--- config.mk ---
export PLATFORM = sky130hd
export DESIGN_NAME = trimmed_moving_average
export DESIGN_NICKNAME = d
export VERILOG_FILES = /design/src/rtl/tma_pkg.sv /design/src/rtl/tma_ctrl.sv /design/src/rtl/tma_datapath.sv /design/src/rtl/trimmed_moving_average.sv
export SDC_FILE = /design/constraint.sdc
export NUM_CORES = 2
export LEC_CHECK = 0
export BUFFER_PORTS_ARGS = -buffer_cell sky130_fd_sc_hd__buf_2
export CAP_MARGIN = 0
export CORE_UTILIZATION = 55
export CTS_CLUSTER_SIZE = 14
export DETAILED_ROUTE_END_ITERATION = 7
export PLACE_DENSITY = 0.71
export SETUP_SLACK_MARGIN = 0.1
export SLEW_MARGIN = 20
export SYNTH_ARGS = -nofsm -noshare
export SYNTH_HDL_FRONTEND = slang
export SYNTH_SLANG_ARGS = --single-unit
--- constraint.sdc ---
create_clock -name clock -period 5 [get_ports clock]
set_clock_uncertainty 0.1 [all_clocks]
set_input_delay 0 -clock clock [delete_from_list [all_inputs] [get_ports clock]]
set_output_delay 0 -clock clock [all_outputs]
set_load 0.05 [all_outputs]
--- src/rtl/tma_pkg.sv ---
// shared types, constants and codes for the trimmed moving average filter
package tma_pkg;

   localparam int MAX_WINDOW_DEFAULT = 16;

   localparam int SAMPLE_W    = 32;
   localparam int WLEN_W      = 5;
   localparam int TRIM_W      = 3;
   localparam int CSR_INDEX_W = 2;
   localparam int CSR_DATA_W  = 5;

   localparam logic [CSR_INDEX_W-1:0] CSR_WINDOW_LENGTH = 2'd0;
   localparam logic [CSR_INDEX_W-1:0] CSR_TRIM_PER_SIDE = 2'd1;

   localparam logic [WLEN_W-1:0] WLEN_RESET = 5'd16;
   localparam logic [TRIM_W-1:0] TRIM_RESET = 3'd0;

   typedef enum logic [2:0] {
      ST_IDLE,
      ST_LOAD,
      ST_SORT,
      ST_ACCUM,
      ST_DIV_INIT,
      ST_DIVIDE,
      ST_FINISH
   } state_type;

   typedef struct packed {
      logic accept;
      logic load_step;
      logic sort_step;
      logic acc_step;
      logic div_init;
      logic div_step;
      logic out_load;
   } cmd_type;

   typedef struct packed {
      logic load_done;
      logic sort_done;
      logic acc_done;
      logic div_done;
      logic out_free;
   } status_type;

endpackage

--- src/rtl/tma_ctrl.sv ---
// sequencer for the trimmed moving average filter
module tma_ctrl (
   input  logic                clock,
   input  logic                reset,
   input  logic                req_valid,
   output logic                req_stall,
   input  tma_pkg::status_type status,
   output tma_pkg::cmd_type    cmd
);
   import tma_pkg::*;

   state_type state_ff;
   state_type state_in;

   always_comb begin
      state_in = state_ff;
      unique case (state_ff)
         ST_IDLE: begin
            if (req_valid) begin
               state_in = ST_LOAD;
            end
         end
         ST_LOAD: begin
            if (status.load_done) begin
               state_in = ST_SORT;
            end
         end
         ST_SORT: begin
            if (status.sort_done) begin
               state_in = ST_ACCUM;
            end
         end
         ST_ACCUM: begin
            if (status.acc_done) begin
               state_in = ST_DIV_INIT;
            end
         end
         ST_DIV_INIT: begin
            state_in = ST_DIVIDE;
         end
         ST_DIVIDE: begin
            if (status.div_done) begin
               state_in = ST_FINISH;
            end
         end
         ST_FINISH: begin
            if (status.out_free) begin
               state_in = ST_IDLE;
            end
         end
         default: begin
            state_in = ST_IDLE;
         end
      endcase
   end

   always_comb begin
      cmd       = '0;
      req_stall = 1'b1;
      unique case (state_ff)
         ST_IDLE: begin
            req_stall  = 1'b0;
            cmd.accept = req_valid;
         end
         ST_LOAD:     cmd.load_step = 1'b1;
         ST_SORT:     cmd.sort_step = 1'b1;
         ST_ACCUM:    cmd.acc_step  = 1'b1;
         ST_DIV_INIT: cmd.div_init  = 1'b1;
         ST_DIVIDE:   cmd.div_step  = 1'b1;
         ST_FINISH:   cmd.out_load  = status.out_free;
         default: begin
            req_stall = 1'b1;
         end
      endcase
   end

   always_ff @(posedge clock) begin
      if (reset) begin
         state_ff <= ST_IDLE;
      end else begin
         state_ff <= state_in;
      end
   end

endmodule

--- src/rtl/tma_datapath.sv ---
// window store, sorter, accumulator, divider and result register
module tma_datapath #(
   parameter int MAX_WINDOW = tma_pkg::MAX_WINDOW_DEFAULT
) (
   input  logic                                 clock,
   input  logic                                 reset,
   input  tma_pkg::cmd_type                     cmd,
   output tma_pkg::status_type                  status,
   input  logic                                 csr_write_enable,
   input  logic [tma_pkg::CSR_INDEX_W-1:0]      csr_index,
   input  logic [tma_pkg::CSR_DATA_W-1:0]       csr_wdata,
   input  logic signed [tma_pkg::SAMPLE_W-1:0]  req_sample,
   input  logic                                 rsp_stall,
   output logic                                 rsp_valid,
   output logic signed [tma_pkg::SAMPLE_W-1:0]  rsp_average,
   output logic                                 rsp_window_full
);
   import tma_pkg::*;

   localparam int IDX_W    = (MAX_WINDOW > 1) ? $clog2(MAX_WINDOW) : 1;
   localparam int CNT_W    = $clog2(MAX_WINDOW + 1);
   localparam int SUM_W    = SAMPLE_W + $clog2(MAX_WINDOW);
   localparam int STEP_MAX = (SUM_W > MAX_WINDOW) ? SUM_W : MAX_WINDOW;
   localparam int STEP_W   = $clog2(STEP_MAX + 2);
   localparam int CMP_W    = CNT_W + TRIM_W + 1;

   // window store
   logic signed [SAMPLE_W-1:0] mem [MAX_WINDOW];
   logic signed [SAMPLE_W-1:0] rdata_ff;
   logic                       rd_en;

   logic [WLEN_W-1:0] wlen_ff, wlen_in;
   logic [TRIM_W-1:0] trim_ff, trim_in;
   logic              clear;

   logic [IDX_W-1:0]  wpos_ff, wpos_in, wpos_cur;
   logic [CNT_W-1:0]  fill_ff, fill_in, fill_new;
   logic [CNT_W-1:0]  eff_w;
   logic [TRIM_W-1:0] eff_t, t_used;

   logic [CNT_W-1:0]  n_ff, n_in;
   logic [TRIM_W-1:0] lo_ff, lo_in;
   logic [CNT_W-1:0]  hi_ff, hi_in;
   logic [CNT_W-1:0]  div_ff, div_in;
   logic              full_ff, full_in;

   logic [STEP_W-1:0] cnt_ff, cnt_in;
   logic              rd_vld_ff, rd_vld_in;

   logic signed [SAMPLE_W-1:0] cell_ff [MAX_WINDOW];
   logic signed [SAMPLE_W-1:0] cell_in [MAX_WINDOW];
   logic signed [SAMPLE_W-1:0] net_cell [MAX_WINDOW];
   logic [MAX_WINDOW-1:0]      cvld_ff, cvld_in, net_vld;

   logic signed [SUM_W-1:0] sum_ff, sum_in;
   logic                    neg_ff, neg_in;
   logic [CNT_W:0]          rem_ff, rem_in, rem_sh;
   logic [SUM_W-1:0]        quo_ff, quo_in, quo_res;

   logic                       rsp_valid_ff, rsp_valid_in;
   logic signed [SAMPLE_W-1:0] rsp_average_ff, rsp_average_in;
   logic                       rsp_full_ff, rsp_full_in;

   logic step_done;

   // register writes
   always_comb begin
      wlen_in = wlen_ff;
      trim_in = trim_ff;
      clear   = 1'b0;
      if (csr_write_enable) begin
         unique case (csr_index)
            CSR_WINDOW_LENGTH: begin
               wlen_in = csr_wdata[WLEN_W-1:0];
               clear   = 1'b1;
            end
            CSR_TRIM_PER_SIDE: begin
               trim_in = csr_wdata[TRIM_W-1:0];
               clear   = 1'b1;
            end
            default: begin
               clear = 1'b0;
            end
         endcase
      end
   end

   // clamped window and trim
   always_comb begin
      if (wlen_ff == '0) begin
         eff_w = CNT_W'(1);
      end else if (int'(wlen_ff) > MAX_WINDOW) begin
         eff_w = CNT_W'(MAX_WINDOW);
      end else begin
         eff_w = CNT_W'(wlen_ff);
      end
      if ((CMP_W'(trim_ff) << 1) >= CMP_W'(eff_w)) begin
         eff_t = TRIM_W'((eff_w - CNT_W'(1)) >> 1);
      end else begin
         eff_t = trim_ff;
      end
   end

   // write position and fill on a new request, cleared on a register write
   always_comb begin
      wpos_cur = (CNT_W'(wpos_ff) >= eff_w) ? '0 : wpos_ff;
      fill_new = (fill_ff < eff_w) ? fill_ff + CNT_W'(1) : fill_ff;
      t_used   = (fill_new == eff_w) ? eff_t : '0;
      wpos_in  = wpos_ff;
      fill_in  = fill_ff;
      n_in     = n_ff;
      lo_in    = lo_ff;
      hi_in    = hi_ff;
      div_in   = div_ff;
      full_in  = full_ff;
      if (clear) begin
         wpos_in = '0;
         fill_in = '0;
      end else if (cmd.accept) begin
         wpos_in = (CNT_W'(wpos_cur) + CNT_W'(1) == eff_w) ? '0 : wpos_cur + IDX_W'(1);
         fill_in = fill_new;
      end
      if (cmd.accept) begin
         n_in    = fill_new;
         lo_in   = t_used;
         hi_in   = fill_new - CNT_W'(t_used);
         div_in  = fill_new - CNT_W'(CMP_W'(t_used) << 1);
         full_in = (fill_new == eff_w);
      end
   end

   // phase counter
   always_comb begin
      status.load_done = (cnt_ff == STEP_W'(n_ff));
      status.sort_done = (cnt_ff == STEP_W'(n_ff));
      status.acc_done  = (cnt_ff == STEP_W'(n_ff) - STEP_W'(1));
      status.div_done  = (cnt_ff == STEP_W'(SUM_W - 1));
      status.out_free  = !rsp_valid_ff || !rsp_stall;
      step_done = (cmd.load_step && status.load_done) || (cmd.sort_step && status.sort_done)
               || (cmd.acc_step && status.acc_done) || (cmd.div_step && status.div_done);
      rd_en     = cmd.load_step && (cnt_ff < STEP_W'(n_ff));
      rd_vld_in = rd_en;
      cnt_in    = cnt_ff;
      if (cmd.accept || cmd.div_init || step_done) begin
         cnt_in = '0;
      end else if (cmd.load_step || cmd.sort_step || cmd.acc_step || cmd.div_step) begin
         cnt_in = cnt_ff + STEP_W'(1);
      end
   end

   always_ff @(posedge clock) begin
      if (cmd.accept) begin
         mem[wpos_cur] <= req_sample;
      end
      if (rd_en) begin
         rdata_ff <= mem[cnt_ff[IDX_W-1:0]];
      end
   end

   // odd-even transposition pass, empty cells sort above all samples
   always_comb begin
      for (int k = 0; k < MAX_WINDOW; k++) begin
         net_cell[k] = cell_ff[k];
         net_vld[k]  = cvld_ff[k];
      end
      for (int k = 0; k < MAX_WINDOW - 1; k++) begin
         if ((1'(k) == cnt_ff[0]) &&
             ((!cvld_ff[k] && cvld_ff[k+1]) ||
              (cvld_ff[k] && cvld_ff[k+1] && (cell_ff[k] > cell_ff[k+1])))) begin
            net_cell[k]   = cell_ff[k+1];
            net_cell[k+1] = cell_ff[k];
            net_vld[k]    = cvld_ff[k+1];
            net_vld[k+1]  = cvld_ff[k];
         end
      end
   end

   // load, sort and shift out the cells
   always_comb begin
      for (int k = 0; k < MAX_WINDOW; k++) begin
         cell_in[k] = cell_ff[k];
      end
      cvld_in = cvld_ff;
      if (cmd.accept) begin
         cvld_in = '0;
      end else if (rd_vld_ff) begin
         cell_in[0] = rdata_ff;
         cvld_in[0] = 1'b1;
         for (int k = 1; k < MAX_WINDOW; k++) begin
            cell_in[k] = cell_ff[k-1];
            cvld_in[k] = cvld_ff[k-1];
         end
      end else if (cmd.sort_step) begin
         for (int k = 0; k < MAX_WINDOW; k++) begin
            cell_in[k] = net_cell[k];
         end
         cvld_in = net_vld;
      end else if (cmd.acc_step) begin
         for (int k = 0; k < MAX_WINDOW - 1; k++) begin
            cell_in[k] = cell_ff[k+1];
            cvld_in[k] = cvld_ff[k+1];
         end
         cvld_in[MAX_WINDOW-1] = 1'b0;
      end
   end

   // sum of kept samples and bit-serial divide
   always_comb begin
      sum_in = sum_ff;
      neg_in = neg_ff;
      rem_in = rem_ff;
      quo_in = quo_ff;
      rem_sh = {rem_ff[CNT_W-1:0], quo_ff[SUM_W-1]};
      if (cmd.accept) begin
         sum_in = '0;
      end else if (cmd.acc_step && (cnt_ff >= STEP_W'(lo_ff)) && (cnt_ff < STEP_W'(hi_ff))) begin
         sum_in = sum_ff + SUM_W'(cell_ff[0]);
      end
      if (cmd.div_init) begin
         neg_in = sum_ff[SUM_W-1];
         quo_in = sum_ff[SUM_W-1] ? $unsigned(-sum_ff) : $unsigned(sum_ff);
         rem_in = '0;
      end else if (cmd.div_step) begin
         if (rem_sh >= {1'b0, div_ff}) begin
            rem_in = rem_sh - {1'b0, div_ff};
            quo_in = {quo_ff[SUM_W-2:0], 1'b1};
         end else begin
            rem_in = rem_sh;
            quo_in = {quo_ff[SUM_W-2:0], 1'b0};
         end
      end
   end

   // result register
   always_comb begin
      quo_res        = neg_ff ? -quo_ff : quo_ff;
      rsp_average_in = rsp_average_ff;
      rsp_full_in    = rsp_full_ff;
      rsp_valid_in   = rsp_valid_ff && rsp_stall;
      if (cmd.out_load) begin
         rsp_valid_in   = 1'b1;
         rsp_average_in = $signed(quo_res[SAMPLE_W-1:0]);
         rsp_full_in    = full_ff;
      end
   end

   always_ff @(posedge clock) begin
      if (reset) begin
         wlen_ff      <= WLEN_RESET;
         trim_ff      <= TRIM_RESET;
         wpos_ff      <= '0;
         fill_ff      <= '0;
         cnt_ff       <= '0;
         rd_vld_ff    <= 1'b0;
         cvld_ff      <= '0;
         rsp_valid_ff <= 1'b0;
      end else begin
         wlen_ff      <= wlen_in;
         trim_ff      <= trim_in;
         wpos_ff      <= wpos_in;
         fill_ff      <= fill_in;
         cnt_ff       <= cnt_in;
         rd_vld_ff    <= rd_vld_in;
         cvld_ff      <= cvld_in;
         rsp_valid_ff <= rsp_valid_in;
      end
   end

   always_ff @(posedge clock) begin
      n_ff           <= n_in;
      lo_ff          <= lo_in;
      hi_ff          <= hi_in;
      div_ff         <= div_in;
      full_ff        <= full_in;
      sum_ff         <= sum_in;
      neg_ff         <= neg_in;
      rem_ff         <= rem_in;
      quo_ff         <= quo_in;
      rsp_average_ff <= rsp_average_in;
      rsp_full_ff    <= rsp_full_in;
      for (int k = 0; k < MAX_WINDOW; k++) begin
         cell_ff[k] <= cell_in[k];
      end
   end

   assign rsp_valid       = rsp_valid_ff;
   assign rsp_average     = rsp_average_ff;
   assign rsp_window_full = rsp_full_ff;

endmodule

--- src/rtl/trimmed_moving_average.sv ---
// top level of the trimmed moving average filter
// Each accepted request writes one signed Q24.8 sample into a circular window
// and yields one response: the truncated mean of the samples held so far while
// the window fills (window_full low), then the mean of the full window with
// trim_per_side samples dropped at each end of its sorted order (window_full
// high). One request is processed at a time, in steps: reading the window
// out of its single-port store, n + 1 passes of the odd-even transposition
// sorter, n being the samples in the window, accumulation of the kept
// samples, and one quotient bit per cycle in the divider. The next request
// is taken while a response still waits in the output register. Writing
// either register empties the window; the user must write registers only
// while the block is idle, which the block itself does not enforce.
module trimmed_moving_average #(
   parameter int MAX_WINDOW = tma_pkg::MAX_WINDOW_DEFAULT
) (
   input  logic                                 clock,
   input  logic                                 reset,
   input  logic                                 csr_write_enable,
   input  logic [tma_pkg::CSR_INDEX_W-1:0]      csr_index,
   input  logic [tma_pkg::CSR_DATA_W-1:0]       csr_wdata,
   input  logic                                 req_valid,
   output logic                                 req_stall,
   input  logic signed [tma_pkg::SAMPLE_W-1:0]  req_sample,
   output logic                                 rsp_valid,
   input  logic                                 rsp_stall,
   output logic signed [tma_pkg::SAMPLE_W-1:0]  rsp_average,
   output logic                                 rsp_window_full
);
   import tma_pkg::*;

   cmd_type    cmd;
   status_type status;

   tma_ctrl u_ctrl (
      .clock     (clock),
      .reset     (reset),
      .req_valid (req_valid),
      .req_stall (req_stall),
      .status    (status),
      .cmd       (cmd)
   );

   tma_datapath #(
      .MAX_WINDOW (MAX_WINDOW)
   ) u_datapath (
      .clock            (clock),
      .reset            (reset),
      .cmd              (cmd),
      .status           (status),
      .csr_write_enable (csr_write_enable),
      .csr_index        (csr_index),
      .csr_wdata        (csr_wdata),
      .req_sample       (req_sample),
      .rsp_stall        (rsp_stall),
      .rsp_valid        (rsp_valid),
      .rsp_average      (rsp_average),
      .rsp_window_full  (rsp_window_full)
   );

`ifndef NO_ASSERTIONS
   a_one_request_at_a_time: assert property (@(posedge clock) disable iff (reset)
      req_valid && !req_stall |=> req_stall)
      else $error("request taken while previous one still in progress");

   a_load_only_when_free: assert property (@(posedge clock) disable iff (reset)
      cmd.out_load |-> status.out_free)
      else $error("result register overwritten while response pending");

   a_response_from_load: assert property (@(posedge clock) disable iff (reset)
      $rose(rsp_valid) |-> $past(cmd.out_load))
      else $error("response raised without a finished request");
`endif

endmodule
==> run summary <==
post-route ant nets: 0
endpoints failing hold: 0
Clock Pin Slew Worst Setup and Hold Paths: 60 ps
placed inst area: 67160 um2
Max Cap Violations: 0
Arr. time, crit path: 4940 ps
setup TNS: 0 ps
Routed wire per std cell: 22.93 um
CTS tree: done
R2R depth: 16
pwr dens: 537.3 nW/um2
status: complete, no violations
CTS root buffer: clkbuf_16
worst rel slew slack: 28.10%
share of flip-flops with an asynchronous set or reset: 0%
Clock Sink Count: 1229
post-synthesis sequential area ratio: 55.87%
crit-path max cell delay: 530 ps
most frequent cells after synthesis: edfxtp_1 (1144), ha_1 (559), inv_1 (548), a22o_1 (417), nand2_1 (331)
cell depth of the worst hold path: 2
Storage cell area: 36070 um2
EDFF count, synth: 1144
Bufs on Longest Clock Path: 3
Top-Level Pins: 79
Worst-Margin Slew: 1079 ps
cell with the most instances after synthesis: edfxtp_1
Final nets: 5853
post-CTS setup buffers: 0
CP bufs+invs: 1
cts bufs inserted: 135
Die Width: 344.5 um
Fillers: 8685
dpl ws: 532.5 ps
DR vias/cell: 6.263
share of layout cells above drive strength 1: 11.31%
multi-input logic area: 25990 um2
LEAKAGE: 28.40 nW
total grt overflow: 0
Routed WL: 157700 um
DP HPWL: 110700 um
Peak VDD IR: 0.0004301 V
leading area contributor after synthesis: edfxtp_1
final estimated routing congestion in global placement: 0.8885
Vert. Die Dim: 344.5 um
Rows: 125
H-tree depth: 4
GRT Total Usage: 26.83%
final setup vio count: 0
CP Data Required Time: 5380 ps
hold_sp: req_sample[16]
RSZ-0062 raised after global routing: false
Yosys cell types: 79
Mapped Area: 64530 um2
synth warn: 0
core area: 116200 um2
Pins Over Slew Limit: 0
vias in the first global route: 41993
CP cell instances: clkinv_1 > nand2_1 > ha_1 > and3_1 > a211oi_1 > o211ai_1 > or2_2 > xor2_1 > xnor2_1 > and3_1 > o211a_1 > ha_1 > fa_1 > nor2b_1 > nor3_1 > xnor2_1
worst r2r src: u_datapath.wlen_ff[4]
Die Area: 118700 um2
Critical Path Sink Type: flip-flop
Critical path origin: u_datapath.wlen_ff[4]
DR pass1 iterations: 5
cts repair resizes: 0
fin worst setup slack: 447.9 ps
largest net degree at the start of global routing: 112
Synth Register Bits: 1229
kind of critical path: flip-flop to flip-flop
initial DRC count: 4161
period utilisation layout: 91.04%
IO Port Bufs: 78
Main synth FF type: edfxtp_1
min-delay worst type: primary input to flip-flop
Cells after Synth: 5080
initial antenna violation count: 8
global-route wire length before repair: 244800 um
Critical R2R Capture: u_datapath.hi_ff[4]
Worst setup SP type: flip-flop
Final Cell Area: 72180 um2
# DRC: 0
worst reg-to-reg setup slack: 450 ps
critical path's top delay family: simple AND/OR/NAND/NOR gates
Initial Utilization: 55.53%
crit-path max FO: 10
Clock Latency Late Sink: 770 ps
slowest CP cell: dfxtp_1
Area growth, synth to finish: 11.86%
Avg Synthesized Cell Area: 12.70 um2
Via Count: 43082
Yosys top cell area share: 53.24%
synth top area cells: edfxtp_1 (53%), ha_1 (11%), a22o_1 (5.7%)
Non-Filler Instances: 6879
fmax: 0.2197 GHz
Post-Place Cells: 6570
fin crit period: 4552 ps
hold path endpoint: u_datapath.mem[11][16]
Syn Nets: 5687
## stage by stage
stage | utilization [%] | hold slack (ps) | power, mW
3_5_place_dp | 57.79 | 122.4 | 28.89
3_3_place_gp | 57.79 | 132.3 | 28.29
4_1_cts | 62.10 | 9.401 | 38.84
5_1_grt | 62.11 | 46.60 | 41.00
6_report | 62.12 | 58.43 | 38.78
2_1_floorplan | - | -1.131 | 24.75
## worst max-delay path by stage
stage,end,cells after the start
after floorplan,u_datapath.mem[11][0],14
after global placement,u_datapath.hi_ff[4],16
after detailed placement,u_datapath.hi_ff[4],16
after CTS,u_datapath.hi_ff[4],16
after global routing,u_datapath.hi_ff[4],16
final,u_datapath.hi_ff[4],16
## worst register-to-register path: stages, from the launching register on
cell,delay [ps]
dfxtp_1,530
clkinv_1,300
nand2_1,250
ha_1,280
and3_1,170
a211oi_1,240
o211ai_1,210
or2_2,340
xor2_1,400
xnor2_1,100
and3_1,240
o211a_1,170
ha_1,220
fa_1,410
nor2b_1,140
nor3_1,70
xnor2_1,120
## layout make-up
type	instances	area share, %
Clock buffer	166	4.898
Multi-Input combinational cell	3103	36.00
Sequential cell	1229	49.97
Timing Repair Buffer	225	2.434
Clock inverter	76	1.168
Tap cell	1524	2.642
Antenna cell	4	0.01387
Inverter	552	2.870
## kinds of logic (layout without fill, tap and decap cells)
logic type	after synthesis	after routing	share of synthesized area, %
AOI/OAI and AO/OA	1270	1270	13.75
xor gates and xnor gates	118	118	1.602
buffers and inverters	748	1019	4.351
muxes	179	179	5.883
DFF	1229	1229	55.87
other	0	4	0
adders and majority gates	563	563	10.96
and+or+nand+nor	973	973	7.575
## cells in the final DEF (no fill, tap or decap), types with 33 or more instances in the layout
master | Yosys | routed
mux4_2 | 160 | 160
clkbuf_16 | 0 | 136
buf_4 | 0 | 76
nand4_1 | 108 | 108
nor2b_1 | 37 | 35
xor2_1 | 52 | 52
ha_1 | 559 | 559
o21ai_0 | 244 | 243
nor3_1 | 54 | 54
nand3_1 | 76 | 76
dlygate4sd3_1 | 0 | 62
a22o_1 | 417 | 417
xnor2_1 | 66 | 66
buf_2 | 0 | 78
dfxtp_1 | 85 | 80
o31ai_1 | 39 | 35
nor2_1 | 144 | 122
a21oi_1 | 286 | 274
a21o_1 | 53 | 53
nand2_1 | 331 | 331
inv_1 | 548 | 548
nand2b_1 | 34 | 33
edfxtp_1 | 1144 | 1144
and2_1 | 43 | 43
## per-layer routing
metal,wire (um),track usage (%),up-vias
met4,3548,7.614,6
met1,69240,37.60,21440
met2,75390,43.81,1496
met3,9514,3.693,262
li1,-,-,19878
met5,44,0,-
## registers in the layout, indices dropped and copies added (netlist names), 3 cells and up
register                flops
u_datapath.n_ff             4
u_datapath.cell_ff        512
u_datapath.fill_ff          5
u_datapath.rsp_average     32
u_datapath.mem            512
u_datapath.rdata_ff        32
u_datapath.div_ff           5
u_datapath.rem_ff           5
u_datapath.sum_ff          36
u_ctrl.state_ff             3
u_datapath.hi_ff            5
u_datapath.wpos_ff          4
u_datapath.cnt_ff           6
u_datapath.cvld_ff         16
u_datapath.wlen_ff          5
u_datapath.quo_ff          36
u_datapath.lo_ff            3
u_datapath.trim_ff          3
## power by group
group	leakage (nW)	internal [mW]	switching (mW)
sequential	11.1	14.1	2.26
combinational	15.1	5.37	7.16
clock	2.12	5.62	4.25
## what timing repair did
action,CTS,global route
hold buffers,62,0
endpoints found under the hold margin,580,0
endpoints found under the setup margin,0,0
Power figures use the tool's default switching activity.
